## src/rtl/gbcm_pkg.sv

```systemverilog
// ----------------------------------------------------------------------------
// gbcm_pkg
// Shared types, constants and codes of the greedy bounded change maker.
// ----------------------------------------------------------------------------
package gbcm_pkg;

  localparam int MAX_DENOMS = 16;
  localparam int USED_W     = $clog2(MAX_DENOMS + 1);
  localparam int STEP_W     = (MAX_DENOMS > 1) ? $clog2(MAX_DENOMS) : 1;
  localparam int VAL_W      = 16;
  localparam int AMT_W      = 32;
  localparam int DIV_STEPS  = 16;
  localparam int DIV_CNT_W  = 4;

  localparam logic FUNC_LOAD = 1'b0;
  localparam logic FUNC_REQ  = 1'b1;

  localparam logic [1:0] STAT_EXACT = 2'd0;
  localparam logic [1:0] STAT_SHORT = 2'd1;
  localparam logic [1:0] STAT_FULL  = 2'd2;

  typedef enum logic [2:0] {
    ST_IDLE,
    ST_HEAD,
    ST_DIV,
    ST_MUL,
    ST_SUB,
    ST_EMIT,
    ST_STAT
  } state_t;

  typedef struct packed {
    logic [VAL_W-1:0] value;
    logic [VAL_W-1:0] stock;
  } entry_t;

  typedef struct packed {
    logic   insert;
    logic   rotate;
    entry_t new_entry;
  } cell_ctl_t;

endpackage

```

## src/rtl/gbcm_cell.sv

```systemverilog
// ----------------------------------------------------------------------------
// gbcm_cell
// One slot of the denomination chain: sorted insertion and ring rotation.
// ----------------------------------------------------------------------------
module gbcm_cell (
  input  logic                clk,
  input  gbcm_pkg::cell_ctl_t ctl,
  input  logic                occ,
  input  logic                keep_in,
  input  gbcm_pkg::entry_t    prev_entry,
  output gbcm_pkg::entry_t    entry,
  output logic                keep_out
);

  gbcm_pkg::entry_t entry_r;
  gbcm_pkg::entry_t entry_nxt;

  // An occupied slot whose value does not exceed the new one stays put.
  assign keep_out = occ && (entry_r.value <= ctl.new_entry.value);
  assign entry    = entry_r;

  always_comb begin
    entry_nxt = entry_r;
    if (ctl.rotate) begin
      entry_nxt = prev_entry;
    end else if (ctl.insert && !keep_out) begin
      entry_nxt = keep_in ? ctl.new_entry : prev_entry;
    end
  end

  always_ff @(posedge clk) begin
    entry_r <= entry_nxt;
  end

endmodule

```

## src/rtl/gbcm_div.sv

```systemverilog
// ----------------------------------------------------------------------------
// gbcm_div
// Restoring divider, one quotient bit per cycle, 16-bit quotient.
// ----------------------------------------------------------------------------
module gbcm_div (
  input  logic                         clk,
  input  logic                         rst_n,
  input  logic                         start,
  input  logic [gbcm_pkg::VAL_W-1:0]   num_hi,
  input  logic [gbcm_pkg::VAL_W-1:0]   num_lo,
  input  logic [gbcm_pkg::VAL_W-1:0]   den,
  output logic                         done,
  output logic [gbcm_pkg::VAL_W-1:0]   quot,
  output logic [gbcm_pkg::VAL_W-1:0]   rem
);

  logic                             active_r, active_nxt;
  logic [gbcm_pkg::DIV_CNT_W-1:0]   cnt_r, cnt_nxt;
  logic [gbcm_pkg::VAL_W-1:0]       p_r, p_nxt;
  logic [gbcm_pkg::VAL_W-1:0]       lo_r, lo_nxt;
  logic [gbcm_pkg::VAL_W:0]         trial;
  logic                             ge;

  // The partial remainder stays below the divisor, so it fits 16 bits.
  assign trial = {p_r, lo_r[gbcm_pkg::VAL_W-1]};
  assign ge    = trial >= {1'b0, den};
  assign done  = active_r && (cnt_r == gbcm_pkg::DIV_CNT_W'(gbcm_pkg::DIV_STEPS - 1));
  assign quot  = {lo_r[gbcm_pkg::VAL_W-2:0], ge};
  assign rem   = ge ? gbcm_pkg::VAL_W'(trial - {1'b0, den}) : trial[gbcm_pkg::VAL_W-1:0];

  always_comb begin
    active_nxt = active_r;
    cnt_nxt    = cnt_r;
    p_nxt      = p_r;
    lo_nxt     = lo_r;
    if (start) begin
      active_nxt = 1'b1;
      cnt_nxt    = '0;
      p_nxt      = num_hi;
      lo_nxt     = num_lo;
    end else if (active_r) begin
      p_nxt   = rem;
      lo_nxt  = quot;
      cnt_nxt = cnt_r + 1'b1;
      if (done) begin
        active_nxt = 1'b0;
      end
    end
  end

  always_ff @(posedge clk) begin
    if (!rst_n) begin
      active_r <= 1'b0;
      cnt_r    <= '0;
    end else begin
      active_r <= active_nxt;
      cnt_r    <= cnt_nxt;
    end
  end

  always_ff @(posedge clk) begin
    p_r  <= p_nxt;
    lo_r <= lo_nxt;
  end

endmodule

```

## src/rtl/greedy_bounded_change_maker_top.sv

```systemverilog
// ----------------------------------------------------------------------------
// greedy_bounded_change_maker_top
// Greedy change maker over a sorted, stocked ring of denomination cells.
// ----------------------------------------------------------------------------
// A load inserts its entry; into a full table it gives a STAT_FULL status item. A request
// makes MAX_DENOMS ring steps: an empty slot is only rotated; a zero face is emitted with
// its whole stock; when the remainder holds 65536 or more of the face, the stock goes
// through multiply and subtract; else the bit-serial divider gives the count, with multiply
// and subtract if the stock caps it. Items go one at a time, and output stalls hold them.
// Reset clears the entry count, the sequencer and the output valid; cell data stays.
// ----------------------------------------------------------------------------
module greedy_bounded_change_maker_top (
  input  logic        clk,
  input  logic        rst_n,
  input  logic        in_tvalid,
  output logic        in_tready,
  input  logic [63:0] in_tdata,   // coin_value[15:0], coin_count[31:16], amount[63:32]
  input  logic [0:0]  in_tuser,   // func[0]
  output logic        out_tvalid,
  input  logic        out_tready,
  output logic [39:0] out_tdata,  // out_value[15:0], out_count[31:16], status[33:32], zero
  output logic [0:0]  out_tuser,  // is_status[0]
  output logic        out_tlast
);

  localparam int MAXD = gbcm_pkg::MAX_DENOMS;
  localparam int UW   = gbcm_pkg::USED_W;
  localparam int SW   = gbcm_pkg::STEP_W;
  localparam int VW   = gbcm_pkg::VAL_W;
  localparam int AW   = gbcm_pkg::AMT_W;

  gbcm_pkg::state_t    state_r, state_nxt;
  logic [UW-1:0]       used_r, used_nxt;
  logic [SW-1:0]       step_r, step_nxt;
  logic [AW-1:0]       rem_r, rem_nxt;
  logic [VW-1:0]       take_r, take_nxt;
  logic [AW-1:0]       prod_r, prod_nxt;
  logic [1:0]          stat_r, stat_nxt;

  logic                out_valid_r, out_valid_nxt;
  logic [VW-1:0]       out_value_r, out_value_nxt;
  logic [VW-1:0]       out_count_r, out_count_nxt;
  logic [1:0]          out_status_r, out_status_nxt;
  logic                out_user_r, out_user_nxt;
  logic                out_last_r, out_last_nxt;

  gbcm_pkg::cell_ctl_t ctl;
  gbcm_pkg::entry_t    entries [MAXD];
  logic [MAXD-1:0]     keeps;
  logic [MAXD-1:0]     occ;
  gbcm_pkg::entry_t    head;
  gbcm_pkg::entry_t    wb_entry;
  logic [VW-1:0]       wb_stock;

  logic                in_fire;
  logic                out_free;
  logic                head_occ;
  logic                last_step;
  gbcm_pkg::state_t    adv_state;
  logic [SW-1:0]       adv_step;
  logic [1:0]          adv_stat;

  logic                div_start;
  logic                div_done;
  logic [VW-1:0]       div_quot;
  logic [VW-1:0]       div_rem;

  assign in_tready  = (state_r == gbcm_pkg::ST_IDLE);
  assign in_fire    = in_tvalid && in_tready;
  assign out_free   = !out_valid_r || out_tready;

  assign out_tvalid = out_valid_r;
  assign out_tdata  = {6'b0, out_status_r, out_count_r, out_value_r};
  assign out_tuser  = out_user_r;
  assign out_tlast  = out_last_r;

  assign head     = entries[MAXD-1];
  assign wb_entry = '{value: head.value, stock: wb_stock};
  assign head_occ = ((UW+1)'(step_r) + (UW+1)'(used_r)) >= (UW+1)'(MAXD);

  assign last_step = (step_r == SW'(MAXD - 1));
  assign adv_state = last_step ? gbcm_pkg::ST_STAT : gbcm_pkg::ST_HEAD;
  assign adv_step  = last_step ? '0 : SW'(step_r + 1'b1);
  assign adv_stat  = (rem_r != '0) ? gbcm_pkg::STAT_SHORT : gbcm_pkg::STAT_EXACT;

  for (genvar g = 0; g < MAXD; g++) begin : g_cell
    assign occ[g] = (used_r > UW'(g));
    if (g == 0) begin : g_first
      gbcm_cell u_cell (
        .clk        (clk),
        .ctl        (ctl),
        .occ        (occ[g]),
        .keep_in    (1'b1),
        .prev_entry (wb_entry),
        .entry      (entries[g]),
        .keep_out   (keeps[g])
      );
    end else begin : g_rest
      gbcm_cell u_cell (
        .clk        (clk),
        .ctl        (ctl),
        .occ        (occ[g]),
        .keep_in    (keeps[g-1]),
        .prev_entry (entries[g-1]),
        .entry      (entries[g]),
        .keep_out   (keeps[g])
      );
    end
  end

  gbcm_div u_div (
    .clk    (clk),
    .rst_n  (rst_n),
    .start  (div_start),
    .num_hi (rem_r[AW-1:VW]),
    .num_lo (rem_r[VW-1:0]),
    .den    (head.value),
    .done   (div_done),
    .quot   (div_quot),
    .rem    (div_rem)
  );

  always_comb begin
    state_nxt      = state_r;
    used_nxt       = used_r;
    step_nxt       = step_r;
    rem_nxt        = rem_r;
    take_nxt       = take_r;
    prod_nxt       = prod_r;
    stat_nxt       = stat_r;
    out_valid_nxt  = out_valid_r && !out_tready;
    out_value_nxt  = out_value_r;
    out_count_nxt  = out_count_r;
    out_status_nxt = out_status_r;
    out_user_nxt   = out_user_r;
    out_last_nxt   = out_last_r;
    ctl.insert          = 1'b0;
    ctl.rotate          = 1'b0;
    ctl.new_entry.value = in_tdata[15:0];
    ctl.new_entry.stock = in_tdata[31:16];
    wb_stock       = head.stock;
    div_start      = 1'b0;
    unique case (state_r)
      gbcm_pkg::ST_IDLE: begin
        if (in_fire) begin
          if (in_tuser[0] == gbcm_pkg::FUNC_LOAD) begin
            if (used_r == UW'(MAXD)) begin
              stat_nxt  = gbcm_pkg::STAT_FULL;
              state_nxt = gbcm_pkg::ST_STAT;
            end else begin
              ctl.insert = 1'b1;
              used_nxt   = used_r + 1'b1;
            end
          end else begin
            rem_nxt   = in_tdata[63:32];
            step_nxt  = '0;
            state_nxt = gbcm_pkg::ST_HEAD;
          end
        end
      end
      gbcm_pkg::ST_HEAD: begin
        if (!head_occ) begin
          ctl.rotate = 1'b1;
          step_nxt   = adv_step;
          stat_nxt   = adv_stat;
          state_nxt  = adv_state;
        end else if (head.value == '0) begin
          take_nxt  = head.stock;
          state_nxt = gbcm_pkg::ST_EMIT;
        end else if (rem_r[AW-1:VW] >= head.value) begin
          take_nxt  = head.stock;
          state_nxt = gbcm_pkg::ST_MUL;
        end else begin
          div_start = 1'b1;
          state_nxt = gbcm_pkg::ST_DIV;
        end
      end
      gbcm_pkg::ST_DIV: begin
        if (div_done) begin
          if (div_quot <= head.stock) begin
            take_nxt  = div_quot;
            rem_nxt   = AW'(div_rem);
            state_nxt = gbcm_pkg::ST_EMIT;
          end else begin
            take_nxt  = head.stock;
            state_nxt = gbcm_pkg::ST_MUL;
          end
        end
      end
      gbcm_pkg::ST_MUL: begin
        prod_nxt  = AW'(take_r) * AW'(head.value);
        state_nxt = gbcm_pkg::ST_SUB;
      end
      gbcm_pkg::ST_SUB: begin
        rem_nxt   = rem_r - prod_r;
        state_nxt = gbcm_pkg::ST_EMIT;
      end
      gbcm_pkg::ST_EMIT: begin
        if (take_r == '0) begin
          ctl.rotate = 1'b1;
          step_nxt   = adv_step;
          stat_nxt   = adv_stat;
          state_nxt  = adv_state;
        end else if (out_free) begin
          out_valid_nxt  = 1'b1;
          out_value_nxt  = head.value;
          out_count_nxt  = take_r;
          out_status_nxt = gbcm_pkg::STAT_EXACT;
          out_user_nxt   = 1'b0;
          out_last_nxt   = 1'b0;
          wb_stock       = head.stock - take_r;
          ctl.rotate     = 1'b1;
          step_nxt       = adv_step;
          stat_nxt       = adv_stat;
          state_nxt      = adv_state;
        end
      end
      gbcm_pkg::ST_STAT: begin
        if (out_free) begin
          out_valid_nxt  = 1'b1;
          out_value_nxt  = '0;
          out_count_nxt  = '0;
          out_status_nxt = stat_r;
          out_user_nxt   = 1'b1;
          out_last_nxt   = 1'b1;
          state_nxt      = gbcm_pkg::ST_IDLE;
        end
      end
      default: begin
        state_nxt = gbcm_pkg::ST_IDLE;
      end
    endcase
  end

  always_ff @(posedge clk) begin
    if (!rst_n) begin
      state_r     <= gbcm_pkg::ST_IDLE;
      used_r      <= '0;
      step_r      <= '0;
      out_valid_r <= 1'b0;
    end else begin
      state_r     <= state_nxt;
      used_r      <= used_nxt;
      step_r      <= step_nxt;
      out_valid_r <= out_valid_nxt;
    end
  end

  always_ff @(posedge clk) begin
    rem_r        <= rem_nxt;
    take_r       <= take_nxt;
    prod_r       <= prod_nxt;
    stat_r       <= stat_nxt;
    out_value_r  <= out_value_nxt;
    out_count_r  <= out_count_nxt;
    out_status_r <= out_status_nxt;
    out_user_r   <= out_user_nxt;
    out_last_r   <= out_last_nxt;
  end

  a_used_bound : assert property (@(posedge clk) disable iff (!rst_n)
    used_r <= UW'(MAXD))
    else $error("Entry count exceeds the table size.");

  a_status_last : assert property (@(posedge clk) disable iff (!rst_n)
    out_tvalid && out_tuser[0] |-> out_tlast)
    else $error("Status item is not marked last.");

  a_idle_step : assert property (@(posedge clk) disable iff (!rst_n)
    state_r == gbcm_pkg::ST_IDLE |-> step_r == '0)
    else $error("Ring step count not back at zero when idle.");

  a_full_load : assert property (@(posedge clk) disable iff (!rst_n)
    in_fire && (in_tuser[0] == gbcm_pkg::FUNC_LOAD) && (used_r == UW'(MAXD))
    |=> (state_r == gbcm_pkg::ST_STAT) && (stat_r == gbcm_pkg::STAT_FULL))
    else $error("Load into a full table did not raise the full status.");

endmodule
```

## config.mk

```make
export PLATFORM = sky130hd
export DESIGN_NAME = greedy_bounded_change_maker_top
export DESIGN_NICKNAME = d
export VERILOG_FILES = /design/src/rtl/gbcm_pkg.sv /design/src/rtl/gbcm_cell.sv /design/src/rtl/gbcm_div.sv /design/src/rtl/greedy_bounded_change_maker_top.sv
export SDC_FILE = /design/constraint.sdc
export NUM_CORES = 2
export LEC_CHECK = 0
export ABC_AREA = 0
export BUFFER_PORTS_ARGS = -buffer_cell sky130_fd_sc_hd__clkbuf_2
export CORE_AREA = 2 2 289 291
export CTS_CLUSTER_DIAMETER = 80
export DETAILED_ROUTE_END_ITERATION = 6
export DIE_AREA = 0 0 291 293
export HOLD_SLACK_MARGIN = 0.1
export PLACE_DENSITY_LB_ADDON = 0.08
export SETUP_SLACK_MARGIN = 0.4
export SYNTH_ARGS = -nofsm -noshare
export SYNTH_HDL_FRONTEND = slang
export SYNTH_SLANG_ARGS = --single-unit
```

## constraint.sdc

```tcl
create_clock -name clk -period 6.88 [get_ports clk]
set_input_delay 1.376 -clock clk [delete_from_list [all_inputs] [get_ports clk]]
set_output_delay 1.376 -clock clk [all_outputs]
set_load 0.01 [all_outputs]
```

# Yosys cells after proc, flatten, opt, wreduce, memory -nomap -nowiden
# Index checks and enable logic that the tools add are counted.
# totals
in_bits,69
register_bits,679
out_inout_bits,44
wordCells,332
# op_classes
muxes,127
n_eq_ne,23
order_cmp,36
mul,1
bitwise_logic,3
reduce_logical,87
n_addsub,7
# ops
cell,n
32-bit 2-to-1 mux,51
16-bit 2-to-1 mux,18
16-bit less-or-equal comparator,17
16-bit case mux with 2 select lines,3
32-bit case mux with 3 select lines,1
"5-bit by 4-bit > comparator with 1-bit output, second input constant",8
2-bit nonzero test,19
1-bit logical AND,35
3-bit 2-to-1 mux,11
16-bit zero test,2
16-bit by 16-bit multiplier with 32-bit output,1
32-bit nonzero test,1
16-bit subtractor,2
32-bit subtractor,1
4-bit 2-to-1 mux,6
1-bit 2-to-1 mux,21
3-bit case mux with 7 select lines,1
"5-bit by 3-bit > comparator with 1-bit output, second input constant",4
1-bit zero test,18
2-bit 2-to-1 mux,9
17-bit by 16-bit greater-or-equal comparator with 1-bit output,1
16-bit greater-or-equal comparator,1
"2-bit inequality test, second input constant",8
5-bit AND reduction,3
other kinds (25),42

# Depth between registers and ports, before layout
# logic_depth
ltp_word,8
ltp_mapped,25

# By module
# A second synthesis with hierarchy kept.
# hier_totals
hier_cells,4241
area_unflattened_um2,48600.4
# modules_own_cells
module,cells_each,area_per_inst_um2,instances
gbcm_cell (g_cell[0].g_first.u_cell ...),127,1771.7,15
greedy_bounded_change_maker_top,1933,17382.9,1
gbcm_div,276,2851.5,1
gbcm_cell (g_cell[3].g_rest.u_cell),127,1790.5,1

# Worst setup path after synthesis
# Ideal clock, no wire load.
# synth_timing
path_type,register to register
start,register g_cell[15].g_rest.u_cell.entry_r (netlist bit g_cell[15].g_rest.u_cell.entry[22])
end,"register prod_r[30], data pin"
setup_time_ps,258
required_time_ps,6622
slack_ps,334
arrival_time_ps,6288
stages_incl_launch_ff,24
n_path_buf,1
path_cell_list,edfxtp_1 > inv_1 > buf_1 > nor2_1 > fa_1 > inv_1 > fa_1 > fa_1 > fa_1 > inv_1 > fa_1 > inv_1 > fa_1 > inv_1 > ha_1 > nand3_1 > nor4_1 > nor2_1 > a31o_2 > o41ai_2 > nor4_1 > o41ai_2 > a31oi_1 > xnor2_1
# synth_between
elab_chain_cells,1
# synth_lines
item,line_no,source
from (decl),gbcm_cell.sv:15,gbcm_pkg::entry_t entry_r;
from (signal assigned),gbcm_cell.sv:32,entry_r <= entry_nxt;
16-bit by 16-bit multiplier with 32-bit output,greedy_bounded_change_maker_top.sv:191,prod_nxt = AW'(take_r) * AW'(head.value);
to (signal assigned),greedy_bounded_change_maker_top.sv:252,prod_r <= prod_nxt;
to (decl),greedy_bounded_change_maker_top.sv:37,"logic [AW-1:0] prod_r, prod_nxt;"
# No other way between the ends.
# A chain may end at the register's enable or synchronous reset.

# Worst setup path in the final report
# layout_timing
start,register take_r[3]
end,"register prod_r[30], data pin"
# layout_between
elab_chain_cells,1
# layout_lines
item,line_no,source
from (decl),greedy_bounded_change_maker_top.sv:36,"logic [VW-1:0] take_r, take_nxt;"
from (signal assigned),greedy_bounded_change_maker_top.sv:251,take_r <= take_nxt;
16-bit by 16-bit multiplier with 32-bit output,greedy_bounded_change_maker_top.sv:191,
# No other way between the ends.

==> reports/qor.yml <==
layout:
  seq_area_mm2: 0.0202
  drive_gt1_frac: 0.222
  utilization: 0.644
  final_nets: 4930
  multiInputGateArea_mm2: 0.0252
  antenna_cells: 0
  fillerInstances: 6394
  syn_to_final_growth_pct: 11.5
run_status:
  violations: "design-rule violations"
  status: "finished with violations"
timing:
  period_share: 0.921
  fin_crit_ps: 6340
  final.setup.tns_ps: 0
  slew_headroom: 0.227
  setup_viol: 0
  finalHoldViolations: 0
  timing.final.max_slew_violations: 0
  rsz0062_at_grt: "false"
  tightestPinTransition_ps: 1160
  skew_ps: 53.5
  fmax_mhz: 158
setup_path:
  r2r_setup_slack_ps: 540
  crit_required_ps: 7260
  rr_worst_depth: 22
  worst-path-max-fanout: 6
  crit_path_end_kind: "flip-flop"
  crit_path_start_kind: "flip-flop"
  crit_type: "flip-flop to flip-flop"
  crit_arrival_ps: 6720
  r2r_start: "take_r[3]$_DFFE_PP_"
  reg2reg_to: "prod_r[30]$_DFFE_PP_"
global_route:
  grt_pass1_wl_mm: 197
  grt_max_degree: 36
  track_usage: 0.305
  grt_remaining_overflow: 0
  antenna_found_initial: 0
  grt_pass1_vias: 32500
detailed_routing:
  met2_length_mm: 61.5
  viasPerCell: 6.02
  ant_nets: 0
  top_layer_used: "met4"
  dr_wl_met3_mm: 6.95
  totalWireLength_mm: 129
  met1Wirelength_mm: 55.0
  routedWlPerCell_um: 24.2
  dr.pass1.iters: 7
  drt_iter0_drc: 2423
  drc: 1
  dr_total_vias: 32100
synthesis:
  synthFlopType: "edfxtp_1"
  synth_edf_count: 661
  synth_top_area_frac: 0.420
  synth_area_leader_cell: "edfxtp_1"
  synth_area_leaders: "edfxtp_1 (42%), ha_1 (12%), mux2_2 (10%)"
  yosys_register_bits: 679
  ys_async_sr_fraction: 0
  ys_seq_area_frac: 0.428
  ys_types: 88
  yosys_warnings: 0
  ys_top_cells_by_count: "edfxtp_1 (661), ha_1 (464), mux2_2 (432)"
  synth.most_common_cell: "edfxtp_1"
  netlist_area_mm2: 0.0472
  netlist_instances: 4015
  syn_avg_cell_area_um2: 11.8
cts:
  ctsHtreeMaxLevel: 3
  clk_latency_ps: 680
  path_clk_slew_ps: 60
  cts_tree: "built"
  cts_hold_buf: 0
  cts_buffers: 77
  cts.sinks: 679
  cts_buffer_depth: 3
  root_buffer: "clkbuf_16"
floorplan:
  design.die.area_mm2: 0.0853
  die_x_um: 291
  io_pins: 113
  chipHeight_um: 293
  row_count: 105
  initial_core_util: 0.577
  core_mm2: 0.0818
worst_hold_path:
  hold_start: "u_div.cnt_r[1]$_SDFFE_PP0P_"
  whs_path_depth: 2
  hp-class: "flip-flop to flip-flop"
  min_to: "u_div.cnt_r[1]$_SDFFE_PP0P_"
placed_design:
  place.gp.congestion: 0.950
  port_buffers: 106
  dp_hpwl_mm: 96.7
job:
  cap_violations: 0
sequential cells by signal (all words and copies together), names as in the netlist, 3 cells and up:
| register | flops |
|---|---|
| out_count_r | 16 |
| used_r | 5 |
| u_div.lo_r | 16 |
| rem_r | 32 |
| take_r | 16 |
| step_r | 4 |
| prod_r | 32 |
| g_cell.g_first.u_cell.entry | 32 |
| u_div.p_r | 16 |
| out_value_r | 16 |
| u_div.cnt_r | 4 |
| g_cell.g_rest.u_cell.entry | 480 |
| state_r | 3 |
through the flow:
stage	setup slack [ps]	cells	hold slack, ps	instance area, µm²
5_1_grt	318	5331	553	52700
6_report	541	5331	531	52700
3_5_place_dp	208	5151	516	49400
3_3_place_gp	262	5151	510	49400
2_1_floorplan	408	4020	474	47300
4_1_cts	393	5302	539	52200
critical path, stage by stage (launching register included):
cell and delay (ps):
edfxtp_1 400, clkinvlp_4 230, buf_6 180, buf_4 150
nor2_4 110, fa_1 450, fa_1 550, ha_1 150
inv_1 50, fa_1 560, fa_1 460, fa_1 550
inv_1 60, ha_4 300, nand2_1 80, nor4_2 250
nor2_1 110, a31o_2 250, o41ai_4 390, nor4_4 110
o41ai_2 400, a31oi_1 140, xnor2_1 140
per-layer routing:
layer  vias up  global-route usage
met4         0               0.124
met2      1082               0.514
met3       246              0.0386
met5         -                   0
met1     15900               0.403
li1      14900                   -
kinds of logic after synthesis:
| logic type | count (synthesis) | share of synthesized area |
|---|---|---|
| muxes | 512 | 0.125 |
| adders and majority gates | 661 | 0.206 |
| and+or+nand+nor | 904 | 0.0888 |
| buffers and inverters | 541 | 0.0481 |
| xor gates and xnor gates | 80 | 0.0148 |
| other | 1 | 0.0000794 |
| AOI/OAI and AO/OA | 637 | 0.0890 |
| DFF | 679 | 0.428 |
final cells by class:
class                   instances  share of cell area
flip-flops and latches        679               0.384
repair buffers                272              0.0346
clock buffers                  95              0.0382
clock inverters                45              0.0130
multi-input cells            2800               0.478
inverters                     370              0.0267
well taps                    1070              0.0254
cell usage in the layout (no fill, tap or decap), types with 38 or more instances in the layout:
cell type and count:
and2_1 38, nand4_1 60, inv_1 351, o21a_1 63, mux2_4 38, buf_4 158
edfxtp_1 661, o21ai_0 146, nor3_1 48, a21oi_1 151, ha_1 457, xnor2_1 49
fa_1 196, clkbuf_2 106, nor2b_1 46, a21o_1 94, nand2_1 317, mux2_2 432
clkbuf_16 77, nor2_1 230
timing repair:
item / CTS / global route
gates resized for setup: 7 / 49
pin swaps: 0 / 18
setup buffers: 11 / 29
setup endpoints to repair: 4 / 11
worst max-delay path by stage:
stage                                            startpoint              endpoint  slack, ps  cells past startpoint
2_1_floorplan  g_cell[15].g_rest.u_cell.entry[20]$_DFFE_PP_  prod_r[30]$_DFFE_PP_        410                     23
3_3_place_gp   g_cell[15].g_rest.u_cell.entry[21]$_DFFE_PP_  prod_r[30]$_DFFE_PP_        260                     22
3_5_place_dp   g_cell[15].g_rest.u_cell.entry[21]$_DFFE_PP_  prod_r[30]$_DFFE_PP_        210                     22
4_1_cts        g_cell[15].g_rest.u_cell.entry[20]$_DFFE_PP_  prod_r[30]$_DFFE_PP_        390                     22
5_1_grt                                 take_r[3]$_DFFE_PP_  prod_r[30]$_DFFE_PP_        320                     22
6_report                                take_r[3]$_DFFE_PP_  prod_r[30]$_DFFE_PP_        540                     22
Power is left out: the tool's default activity adds up to more than one toggle a clock period on the data nets, which glitch-free logic cannot reach.
